===== src/mlfr_pkg.sv =====
`timescale 1ns / 1ps
package mlfr_pkg;

	localparam int FRAME_LEN = 9;
	localparam int REPLY_LEN = 7;
	localparam int FIFO_DEPTH = 2;

	localparam logic [7:0] START_BYTE = 8'd67;
	localparam logic [7:0] BRAKE_CODE = 8'd80;
	localparam logic [7:0] REPLY_HEAD = 8'h59;
	localparam logic [3:0] BYTE3_POS = 4'd3;

	localparam logic [7:0] FLAG_L0 = 8'h10;
	localparam logic [7:0] FLAG_L1 = 8'h40;
	localparam logic [7:0] FLAG_L2 = 8'h02;
	localparam logic [7:0] FLAG_L3 = 8'h04;
	localparam logic [7:0] FLAG_L4 = 8'h08;

	localparam logic [2:0] ASSIST_RESET = 3'd0;
	localparam logic [7:0] WHEEL_RESET = 8'h1C;
	localparam logic [7:0] MAXSPD_RESET = 8'h1B;

	typedef enum logic [1:0] {
		REG_ASSIST = 2'd0,
		REG_WHEEL = 2'd1,
		REG_MAXSPD = 2'd2,
		REG_NONE = 2'd3
	} reg_idx_t;

	typedef enum logic [2:0] {
		RB_HEAD = 3'd0,
		RB_FLAG = 3'd1,
		RB_ZERO0 = 3'd2,
		RB_WHEEL = 3'd3,
		RB_ZERO1 = 3'd4,
		RB_MAXSPD = 3'd5,
		RB_SUM = 3'd6
	} reply_pos_t;

	typedef struct packed {
		logic       brake;
		logic [7:0] filtered;
	} job_t;

	typedef struct packed {
		logic [2:0] assist_level;
		logic [7:0] wheel_size;
		logic [7:0] max_speed;
	} cfg_t;

	typedef struct packed {
		logic full;
		logic empty;
	} qstat_t;

	function automatic logic [7:0] assist_flag(input logic [2:0] level);
		logic [7:0] f;
		unique case (level)
			3'd1: f = FLAG_L1;
			3'd2: f = FLAG_L2;
			3'd3: f = FLAG_L3;
			3'd4: f = FLAG_L4;
			default: f = FLAG_L0;
		endcase
		return f;
	endfunction

endpackage


===== src/motor_link_frame_responder.sv =====
`timescale 1ns / 1ps
// channel   dir  tdata            tuser                       tlast
// s_axis    in   [7:0] rx_byte    -                           -
// m_axis    out  [7:0] tx_byte    [0] brake, [8:1] filtered   last_byte
// apb       cfg  0x0 assist_level, 0x4 wheel_size, 0x8 max_speed
//
// Input: one byte per cycle; stalls only on a frame-closing byte while
// the two-entry reply queue is full.
// Output: seven reply bytes per frame, one per cycle while m_tready is high, from the output register.
// A frame of 9 bytes yields 7 output bytes; the reply queue lets a new frame arrive while a reply is still being sent.
// Reset is asynchronous, active low; config resets to 0, 0x1C, 0x1B.
module motor_link_frame_responder (
	input  logic        clk,
	input  logic        arst_n,
	input  logic        s_tvalid,
	output logic        s_tready,
	input  logic [7:0]  s_tdata,  // [7:0] rx_byte
	output logic        m_tvalid,
	input  logic        m_tready,
	output logic [7:0]  m_tdata,  // [7:0] tx_byte
	output logic [15:0] m_tuser,  // [0] brake_active, [8:1] current_filtered, rest 0
	output logic        m_tlast,
	input  logic        psel,
	input  logic        penable,
	input  logic        pwrite,
	input  logic [3:0]  paddr,
	input  logic [31:0] pwdata,
	output logic [31:0] prdata,
	output logic        pready
);
	import mlfr_pkg::*;

	cfg_t     cfg_q;
	reg_idx_t widx;
	logic     wr_en;

	logic     push;
	logic     pop;
	job_t     push_job;
	job_t     head;
	qstat_t   q_stat;
	logic     brake;
	logic [7:0] filtered;

	assign pready = 1'b1;
	assign widx = reg_idx_t'(paddr[3:2]);
	assign wr_en = psel && penable && pwrite && pready;

	always_ff @(posedge clk or negedge arst_n) begin
		if (!arst_n) begin
			cfg_q.assist_level <= ASSIST_RESET;
			cfg_q.wheel_size <= WHEEL_RESET;
			cfg_q.max_speed <= MAXSPD_RESET;
		end else if (wr_en) begin
			unique case (widx)
				REG_ASSIST: cfg_q.assist_level <= pwdata[2:0];
				REG_WHEEL:  cfg_q.wheel_size <= pwdata[7:0];
				REG_MAXSPD: cfg_q.max_speed <= pwdata[7:0];
				default: ;
			endcase
		end
	end

	always_comb begin
		unique case (widx)
			REG_ASSIST: prdata = {29'd0, cfg_q.assist_level};
			REG_WHEEL:  prdata = {24'd0, cfg_q.wheel_size};
			REG_MAXSPD: prdata = {24'd0, cfg_q.max_speed};
			default:    prdata = 32'd0;
		endcase
	end

	mlfr_front u_front (
		.clk      (clk),
		.arst_n   (arst_n),
		.in_valid (s_tvalid),
		.in_ready (s_tready),
		.rx_byte  (s_tdata),
		.q_stat   (q_stat),
		.push     (push),
		.push_job (push_job)
	);

	mlfr_fifo u_fifo (
		.clk      (clk),
		.arst_n   (arst_n),
		.push     (push),
		.push_job (push_job),
		.pop      (pop),
		.head     (head),
		.stat     (q_stat)
	);

	mlfr_back u_back (
		.clk              (clk),
		.arst_n           (arst_n),
		.cfg              (cfg_q),
		.head             (head),
		.q_stat           (q_stat),
		.pop              (pop),
		.out_valid        (m_tvalid),
		.out_ready        (m_tready),
		.tx_byte          (m_tdata),
		.last_byte        (m_tlast),
		.brake_active     (brake),
		.current_filtered (filtered)
	);

	assign m_tuser = {7'd0, filtered, brake};

`ifndef SYNTH
	a_no_push_full: assert property (@(posedge clk) disable iff (!arst_n)
		push |-> (!q_stat.full || pop))
		else $error("reply queue overflow");

	a_no_pop_empty: assert property (@(posedge clk) disable iff (!arst_n)
		pop |-> !q_stat.empty)
		else $error("reply queue underflow");

	a_head_after_last: assert property (@(posedge clk) disable iff (!arst_n)
		(m_tvalid && m_tready && m_tlast) |=> (!m_tvalid || m_tdata == REPLY_HEAD))
		else $error("reply does not restart with head byte");
`endif

endmodule


===== src/mlfr_front.sv =====
`timescale 1ns / 1ps
module mlfr_front (
	input  logic          clk,
	input  logic          arst_n,
	input  logic          in_valid,
	output logic          in_ready,
	input  logic [7:0]    rx_byte,
	input  mlfr_pkg::qstat_t q_stat,
	output logic          push,
	output mlfr_pkg::job_t push_job
);
	import mlfr_pkg::*;

	logic       in_frame_q;
	logic [3:0] count_q;
	logic [7:0] cur_byte_q;
	logic [9:0] acc_q;

	logic [3:0] cnt_next;
	logic       complete;
	logic       accept;
	logic [7:0] byte3;
	logic [9:0] acc_next;

	assign cnt_next = count_q + 4'd1;
	assign complete = in_frame_q && (cnt_next >= 4'(FRAME_LEN));
	assign in_ready = !(complete && q_stat.full);
	assign accept = in_valid && in_ready;
	assign byte3 = (count_q == BYTE3_POS) ? rx_byte : cur_byte_q;
	assign acc_next = 10'(acc_q - (acc_q >> 2) + {2'b00, byte3});

	assign push = accept && complete;
	assign push_job.brake = (byte3 == BRAKE_CODE);
	assign push_job.filtered = acc_next[9:2];

	always_ff @(posedge clk or negedge arst_n) begin
		if (!arst_n) begin
			in_frame_q <= 1'b0;
			count_q <= 4'd0;
			cur_byte_q <= 8'd0;
			acc_q <= 10'd0;
		end else if (accept) begin
			if (!in_frame_q) begin
				if (rx_byte == START_BYTE) begin
					in_frame_q <= 1'b1;
					count_q <= 4'd1;
				end else begin
					count_q <= 4'd0;
				end
			end else begin
				cur_byte_q <= byte3;
				if (complete) begin
					in_frame_q <= 1'b0;
					count_q <= 4'd0;
					acc_q <= acc_next;
				end else begin
					count_q <= cnt_next;
				end
			end
		end
	end

endmodule


===== src/mlfr_fifo.sv =====
`timescale 1ns / 1ps
module mlfr_fifo (
	input  logic             clk,
	input  logic             arst_n,
	input  logic             push,
	input  mlfr_pkg::job_t   push_job,
	input  logic             pop,
	output mlfr_pkg::job_t   head,
	output mlfr_pkg::qstat_t stat
);
	import mlfr_pkg::*;

	localparam int PW = (FIFO_DEPTH > 1) ? $clog2(FIFO_DEPTH) : 1;
	localparam int CW = $clog2(FIFO_DEPTH + 1);

	job_t          mem_q [FIFO_DEPTH];
	logic [PW-1:0] wr_q;
	logic [PW-1:0] rd_q;
	logic [CW-1:0] cnt_q;

	assign head = mem_q[rd_q];
	assign stat.full = (cnt_q == CW'(FIFO_DEPTH));
	assign stat.empty = (cnt_q == '0);

	function automatic logic [PW-1:0] inc(input logic [PW-1:0] p);
		return (p == PW'(FIFO_DEPTH - 1)) ? '0 : PW'(p + 1'b1);
	endfunction

	always_ff @(posedge clk) begin
		if (push) begin
			mem_q[wr_q] <= push_job;
		end
	end

	always_ff @(posedge clk or negedge arst_n) begin
		if (!arst_n) begin
			wr_q <= '0;
			rd_q <= '0;
			cnt_q <= '0;
		end else begin
			if (push) begin
				wr_q <= inc(wr_q);
			end
			if (pop) begin
				rd_q <= inc(rd_q);
			end
			if (push && !pop) begin
				cnt_q <= CW'(cnt_q + 1'b1);
			end else if (pop && !push) begin
				cnt_q <= CW'(cnt_q - 1'b1);
			end
		end
	end

endmodule


===== src/mlfr_back.sv =====
`timescale 1ns / 1ps
module mlfr_back (
	input  logic             clk,
	input  logic             arst_n,
	input  mlfr_pkg::cfg_t   cfg,
	input  mlfr_pkg::job_t   head,
	input  mlfr_pkg::qstat_t q_stat,
	output logic             pop,
	output logic             out_valid,
	input  logic             out_ready,
	output logic [7:0]       tx_byte,
	output logic             last_byte,
	output logic             brake_active,
	output logic [7:0]       current_filtered
);
	import mlfr_pkg::*;

	reply_pos_t pos_q;
	logic       valid_q;
	logic [7:0] tx_q;
	logic       last_q;
	logic       brake_q;
	logic [7:0] filt_q;

	logic       load;
	logic [7:0] flag;
	logic [7:0] sum;
	logic [7:0] byte_sel;

	assign flag = assist_flag(cfg.assist_level);
	assign sum = 8'(REPLY_HEAD + flag + cfg.wheel_size + cfg.max_speed);

	always_comb begin
		unique case (pos_q)
			RB_HEAD:   byte_sel = REPLY_HEAD;
			RB_FLAG:   byte_sel = flag;
			RB_WHEEL:  byte_sel = cfg.wheel_size;
			RB_MAXSPD: byte_sel = cfg.max_speed;
			RB_SUM:    byte_sel = sum;
			default:   byte_sel = 8'd0;
		endcase
	end

	assign load = !valid_q || out_ready;
	assign pop = load && !q_stat.empty && (pos_q == RB_SUM);

	always_ff @(posedge clk or negedge arst_n) begin
		if (!arst_n) begin
			pos_q <= RB_HEAD;
			valid_q <= 1'b0;
		end else if (load) begin
			valid_q <= !q_stat.empty;
			if (!q_stat.empty) begin
				pos_q <= (pos_q == RB_SUM) ? RB_HEAD : reply_pos_t'(pos_q + 3'd1);
			end
		end
	end

	always_ff @(posedge clk) begin
		if (load && !q_stat.empty) begin
			tx_q <= byte_sel;
			last_q <= (pos_q == RB_SUM);
			brake_q <= head.brake;
			filt_q <= head.filtered;
		end
	end

	assign out_valid = valid_q;
	assign tx_byte = tx_q;
	assign last_byte = last_q;
	assign brake_active = brake_q;
	assign current_filtered = filt_q;

endmodule

===== config.mk =====
export PLATFORM = sky130hd
export DESIGN_NAME = motor_link_frame_responder
export DESIGN_NICKNAME = d
export VERILOG_FILES = /design/src/mlfr_pkg.sv /design/src/motor_link_frame_responder.sv /design/src/mlfr_front.sv /design/src/mlfr_fifo.sv /design/src/mlfr_back.sv
export SDC_FILE = /design/constraint.sdc
export NUM_CORES = 1
export LEC_CHECK = 0
export BUFFER_PORTS_ARGS = -buffer_cell sky130_fd_sc_hd__buf_2
export CORE_ASPECT_RATIO = 1.25
export CORE_MARGIN = 2
export CORE_UTILIZATION = 35
export DETAILED_ROUTE_END_ITERATION = 10
export PLACE_DENSITY = 0.65
export SYNTH_ARGS = -nofsm -noshare
export SYNTH_HDL_FRONTEND = slang
export SYNTH_SLANG_ARGS = --single-unit

===== constraint.sdc =====
create_clock -name clk -period 3.8 [get_ports clk]
set_input_delay 0.38 -clock clk [delete_from_list [all_inputs] [get_ports clk]]
set_output_delay 0.38 -clock clk [all_outputs]
set_load 0.02 [all_outputs]

Yosys cells after proc, flatten, opt, wreduce, memory -nomap -nowiden. Memory sizes are Yosys's and may differ from the RTL's. A register that Yosys moved wholly into a read port is not among the register bits. Index checks and enable logic that the tools add are counted.

Input port bits: 51. Memory bits (writable): 18. Word-level logic and storage cells: 85. Register bits after elaboration: 59. Memories kept: 1.

Memory list: u_fifo.mem_q (depth 2, bits a word 9, rd ports 1, clocked after Yosys merged registers in 1, wr ports 1, line mlfr_fifo.sv:16) `job_t mem_q [FIFO_DEPTH];`.

Bitwise operators: 1. Reductions and logical operators: 26. Multiplexer cells: 17. Magnitude comparators: 1. Add/subtract/negate cells: 11. Equal/unequal tests: 14.

Operator list (number): $pmux W8 S5 (1); $pmux W7 S4 (1); $pmux W8 S3 (1); $add A8 B8 Y8 (2); $eq A8 B7 Y1 const B (2); $add A10 B8 Y10 (1); $logic_and A1 B1 Y1 (10); $reduce_and A2 Y1 (5); $sub A10 B8 Y10 (1); $eq A3 B2 Y1 const B (3); $eq A3 B3 Y1 const B (3); $add A7 B7 Y8 const A (1); $mux W1 (8); $mux W4 (2); $mux W8 (1); $eq A3 B1 Y1 const B (2); $logic_not A1 Y1 (5); $add A4 B1 Y4 const B (1); $eq A2 B2 Y1 const B (2); $eq A4 B2 Y1 const B (1); $ge A4 B4 Y1 const B (1); $logic_not A2 Y1 (2); $mux W2 (2); $add A3 B1 Y3 const B (1); other kinds (10) (11).

Longest topological paths before layout.
Depth after elaboration: 11. Mapped depth: 13. Mapped depth without buffers: 13.

Hierarchy. A second synthesis with hierarchy kept.

Cells, all modules: 483. Area total of the unflattened synthesis: 5429.0 sq um.

Modules (own cells, without submodules): mlfr_front (sequential area each 575.6 sq um, area each 1958.1 sq um, cells an instance 210, instances 1); mlfr_back (sequential area each 640.6 sq um, area each 1473.9 sq um, cells an instance 133, instances 1); motor_link_frame_responder (sequential area each 484.2 sq um, area each 1154.9 sq um, cells an instance 96, instances 1); mlfr_fifo (sequential area each 640.6 sq um, area each 842.1 sq um, cells an instance 44, instances 1).

Worst setup path after synthesis. Ideal clock, no wire load.

Kind: reg2reg. Start point: reg u_front.count_q[0]. End point: mem u_fifo.mem_q[0][7] in the netlist's numbering, data pin. Path buffers: 1. Path slack: 0.517 ns. Period minus slack after synthesis: 3.283 ns. Setup time: 0.263 ns. Arrival: 3.020 ns. Required time: 3.537 ns. Cell stages (with the launch flop): 14. Cell sequence: dfrtp_1 > ha_1 > nand2b_1 > nor2_4 > mux2i_1 > fa_1 > inv_1 > ha_1 > buf_2 > a21o_1 > a2111oi_0 > o21ai_0 > nand3_1 > xnor2_1.

RTL lines: from (decl) (line mlfr_front.sv:15) `logic [3:0] count_q;`; from (signal assigned) (line mlfr_front.sv:57) `count_q <= cnt_next;`; to (decl) (line mlfr_fifo.sv:16).

==> summary.md <==
The flow ran to the end, and the final reports show no timing, DRC or antenna violations. In this run the remaining antenna-violating nets after routing total 0. The multi-input combinational cells in the finished layout cover a total of 2490 um^2. Counting every instance in the synthesized netlist gives 489. The H-tree was split into 3 levels.

Total overflow reported by the global router: 0. Worst setup slack after layout: 0.218 ns. The top-area cell type share of the netlist area was 0.205; the clock-pin slew of the registers on the worst-case setup and hold paths was 0.07 ns. The proportion of power drawn by combinational gates was 0.257.

The worst setup path is captured at a flop. The library cell with the largest summed area after synthesis is sky130_fd_sc_hd__edfxtp_1. For the pin with the worst max-slew slack, the measured transition is 0.745 ns.

The horizontal die dimension came out at 114 um. The maximum net fanout on the critical path works out to 8. For the first-pass detailed-route iteration total, the log shows 4.

The data arrival time of the critical path was 3.68 ns; the I/O pin total was 111. The most common flop cell mapped by yosys was sky130_fd_sc_hd__dfrtp_1. The logs give 3697 for the via count of the first global-routing pass and 635 for the number of nets in the layout. The most critical setup path has its startpoint at u_front.count_q[0]. The hold violation total from the final report was 0; the via count of the routed design was 3526.

Number of max-cap violations: 0. Setup violations remaining at the end of the flow were counted as 0. The proportion of register bits with asynchronous set or reset after synthesis is 0.581, and the die outline area is 16000 um^2. The logs give 0 for the number of synthesis warnings and 1414 for the layout filler cell count.

In this design, the stage delay of the slowest critical-path cell is 0.50 ns. In this run the critical register-to-register path is launched from u_front.count_q[0]. The run gives 0.317 as the relative contribution of the clock network to total power. Averaged over all synthesized cells, the footprint is 10.8 um^2. The initial standard-cell utilization of the core was 0.355; the maximum number of pins on one net before global-route repair was 33.

In the routed layout, each cell is associated on average with a via count of 4.83. The worst slew margin relative to its limit was 0.503; the total power density per cell area was 446 nW/um^2. TritonCTS built the clock tree. For the worst-case vdd ir drop, the log shows 0.000193 V.

Worst-skew pair later-pin latency: 0.35 ns. Setup repair after global routing could not meet its margin everywhere. The highest-delay cell along the critical path is sky130_fd_sc_hd__fa_1.

For the required time at the endpoint of the critical path, the log shows 3.89 ns. Counting flops and latches in the post-synthesis netlist gives 86. The clock period minus worst slack works out to 3.58 ns.

In the post-synthesis netlist, the biggest area contributors are sky130_fd_sc_hd__edfxtp_1 (21%), sky130_fd_sc_hd__dfrtp_1 (20%), sky130_fd_sc_hd__ha_1 (6.4%). TritonCTS created 9 clock buffers. The net switching fraction of the power was 0.322; the average wire length per cell after detail routing was 14.2 um. The run gives 2.60 nW as the static power due to leakage. For the share of total power in sequential cells, the log shows 0.426.

The number of port buffers works out to 52. The top achievable clock speed came out at 279 MHz. The flip-flop and latch area is 2340 um^2, and the total power consumption of the routed design is 0.00262 W.

Summed over all nets, the half-perimeter wirelength after detailed placement is 7.74 mm. The share of layout cells above drive strength 1 came out at 0.214. For the number of violations reported at the end of detailed-routing iteration 0, the log shows 161. In this run the clock root is driven by a sky130_fd_sc_hd__clkbuf_16. In this run, post-CTS hold repair placed 0 buffers. In this run the worst hold path is classified as primary input to asynchronous set/reset pin. The switching power summed over all nets came out at 0.000843 W. The internal power of the cells totals 0.00178 W. The number of flops mapped to enable cells by yosys was 36; the wire length of the first global-routing pass was 17.5 mm. Walking the worst path, the cells encountered are ha_1, nand2b_1, nor2_4, mux2i_1, fa_1, inv_1, ha_1, a21oi_1, nand4b_1, a21oi_1, or3_1, and2_1. The netlist area before placement was 5260 um^2.

The run gives 0.137 as the total routing resource utilization after global routing. The number of different library cells used by synthesis comes to 63. The share of the clock period used by the worst path after layout was 0.943; the core footprint was 14800 um^2. In this run the deepest clock path goes through 2 buffers. The run gives 0 as the DRC violation count after routing. The post-route clock skew is 0.00704 ns. The critical path start-end classification was flop to flop. Routability-driven placement finished with a final weighted congestion of 0.886. The area growth from synthesis to layout is 11.6%.

The logs give 10.4 mm for the total detailed-routing wirelength and 0.445 for the register area share after synthesis. The number of clock sinks was 86. 0 antenna diodes ended up in the layout. Number of standard-cell rows in the floorplan: 50. The number of antenna violations at the first check in global routing was 0; the worst slack after detailed placement was 0.0918 ns. The die boundary height was 141 um; the number of max-slew violations in the final report was 0.

STA classifies the critical path startpoint as a flop.
## cell usage after synthesis (5+ instances only)
cell,count
sky130_fd_sc_hd__inv_1,55
sky130_fd_sc_hd__o21ai_0,49
sky130_fd_sc_hd__dfrtp_1,43
sky130_fd_sc_hd__nand2_1,41
sky130_fd_sc_hd__edfxtp_1,36
sky130_fd_sc_hd__buf_4,34
sky130_fd_sc_hd__ha_1,27
sky130_fd_sc_hd__mux2_2,22
sky130_fd_sc_hd__fa_1,14
sky130_fd_sc_hd__mux2i_1,13
sky130_fd_sc_hd__nor2_1,12
sky130_fd_sc_hd__xnor2_1,12
sky130_fd_sc_hd__a21oi_1,11
sky130_fd_sc_hd__clkbuf_1,8
sky130_fd_sc_hd__a21o_1,7
sky130_fd_sc_hd__dfstp_2,7
sky130_fd_sc_hd__nor2b_1,7
sky130_fd_sc_hd__xor2_1,7
sky130_fd_sc_hd__nand3_1,6
sky130_fd_sc_hd__a22o_1,5
sky130_fd_sc_hd__nand2b_1,5
sky130_fd_sc_hd__nor3b_1,5
sky130_fd_sc_hd__or3_1,5
## cell families (layout without fill, tap and decap cells)
logic type | after synthesis | after routing | synth area share
buffers and inverters | 102 | 131 | 0.103
adder cells (fa/ha/maj) | 41 | 41 | 0.117
XOR/XNOR | 19 | 19 | 0.0316
AO/OA/AOI/OAI | 102 | 102 | 0.127
multiplexers | 36 | 36 | 0.0761
AND/OR/NAND/NOR | 101 | 101 | 0.0980
flip-flops | 86 | 86 | 0.445
other | 2 | 32 | 0.00143
## area by class of cell
cell class	instances	share of cell area
Clock inverter	7	0.00852
Timing Repair Buffer	59	0.0533
Clock buffer	9	0.0383
Multi-Input combinational cell	331	0.425
Sequential cell	86	0.399
Inverter	56	0.0379
Tap cell	182	0.0388
## power by group through the flow
stage / sequential, W / clock (W) / combinational, W
after CTS: 0.00111 / 0.000855 / 0.000673
after global placement: 0.00113 / 0 / 0.000637
after detailed placement: 0.00113 / 0 / 0.000662
final: 0.00112 / 0.000831 / 0.000673
after floorplan: 0.00110 / 0 / 0.000547
after global routing: 0.00112 / 0.000882 / 0.000768
## worst max-delay path, delay by kind of cell, from the launching register on
family / cells / cell delay (ns)
AND/OR/NAND/NOR: 5 / 1.16
adder cells (fa/ha/maj): 3 / 0.94
flip-flops: 1 / 0.44
multiplexers: 1 / 0.40
AO/OA/AOI/OAI: 2 / 0.31
buffers and inverters: 1 / 0.08
## metal layers
metal,part of all wire,track usage,wire (um),vias to the layer above
li1,-,-,-,1734
met1,0.43,0.162,4470,1669
met2,0.49,0.240,5120,104
met3,0.052,0.0327,536,19
met4,0.023,0.0546,234,0
met5,0,0,0,-
## cell usage in the layout (no fill, tap or decap), types with 6 or more instances in the layout
cell type	synthesis	routed
sky130_fd_sc_hd__a21o_1	7	7
sky130_fd_sc_hd__a21oi_1	11	11
sky130_fd_sc_hd__buf_2	2	52
sky130_fd_sc_hd__buf_4	34	7
sky130_fd_sc_hd__clkbuf_16	0	9
sky130_fd_sc_hd__conb_1	2	32
sky130_fd_sc_hd__dfrtp_1	43	43
sky130_fd_sc_hd__dfstp_2	7	7
sky130_fd_sc_hd__edfxtp_1	36	36
sky130_fd_sc_hd__fa_1	14	14
sky130_fd_sc_hd__ha_1	27	27
sky130_fd_sc_hd__inv_1	55	55
sky130_fd_sc_hd__mux2_2	22	22
sky130_fd_sc_hd__mux2i_1	13	12
sky130_fd_sc_hd__nand2_1	41	41
sky130_fd_sc_hd__nand3_1	6	6
sky130_fd_sc_hd__nor2_1	12	12
sky130_fd_sc_hd__nor2b_1	7	7
sky130_fd_sc_hd__o21ai_0	49	49
sky130_fd_sc_hd__xnor2_1	12	12
sky130_fd_sc_hd__xor2_1	7	7
## stage by stage
stage               utilization  hold slack (ns)  area (um^2)  std cells  setup TNS (ns)
floorplan                     -           0.0844         5370        519               0
global placement          0.376            0.465         5570        711               0
detailed placement        0.376            0.478         5570        711               0
CTS                       0.394            0.115         5850        727               0
global route              0.396            0.146         5870        730         -0.0308
finish                    0.396           0.0930         5870        730               0
## path summary, 6_finish.rpt
check,cells after the start,slack [ns],to
min,1,0.09,cfg_q[14]
min in group clk,3,0.26,cfg_q[6]
min reg2reg,1,0.50,u_fifo.wr_q
max,12,0.22,u_fifo.mem_q[1][5]
max in group asynchronous,2,2.95,u_front.in_frame_q
max reg2reg,12,0.22,u_fifo.mem_q[1][5]
## repair_timing
item	in CTS	in global routing
buffers inserted	0	3
gates resized for setup	0	2
setup endpoints to repair	0	7
## flip-flops by register name, summed over array words and instances, names as in the netlist, 2 cells and up
register	flops
u_front.acc_q	10
cfg_q	19
u_front.count_q	4
u_back.current_filtered	8
u_back.pos_q	3
u_back.tx_byte	8
u_fifo.cnt_q	2
u_front.cur_byte_q	8
u_fifo.mem_q	18
(Power assumes the default switching activity.)
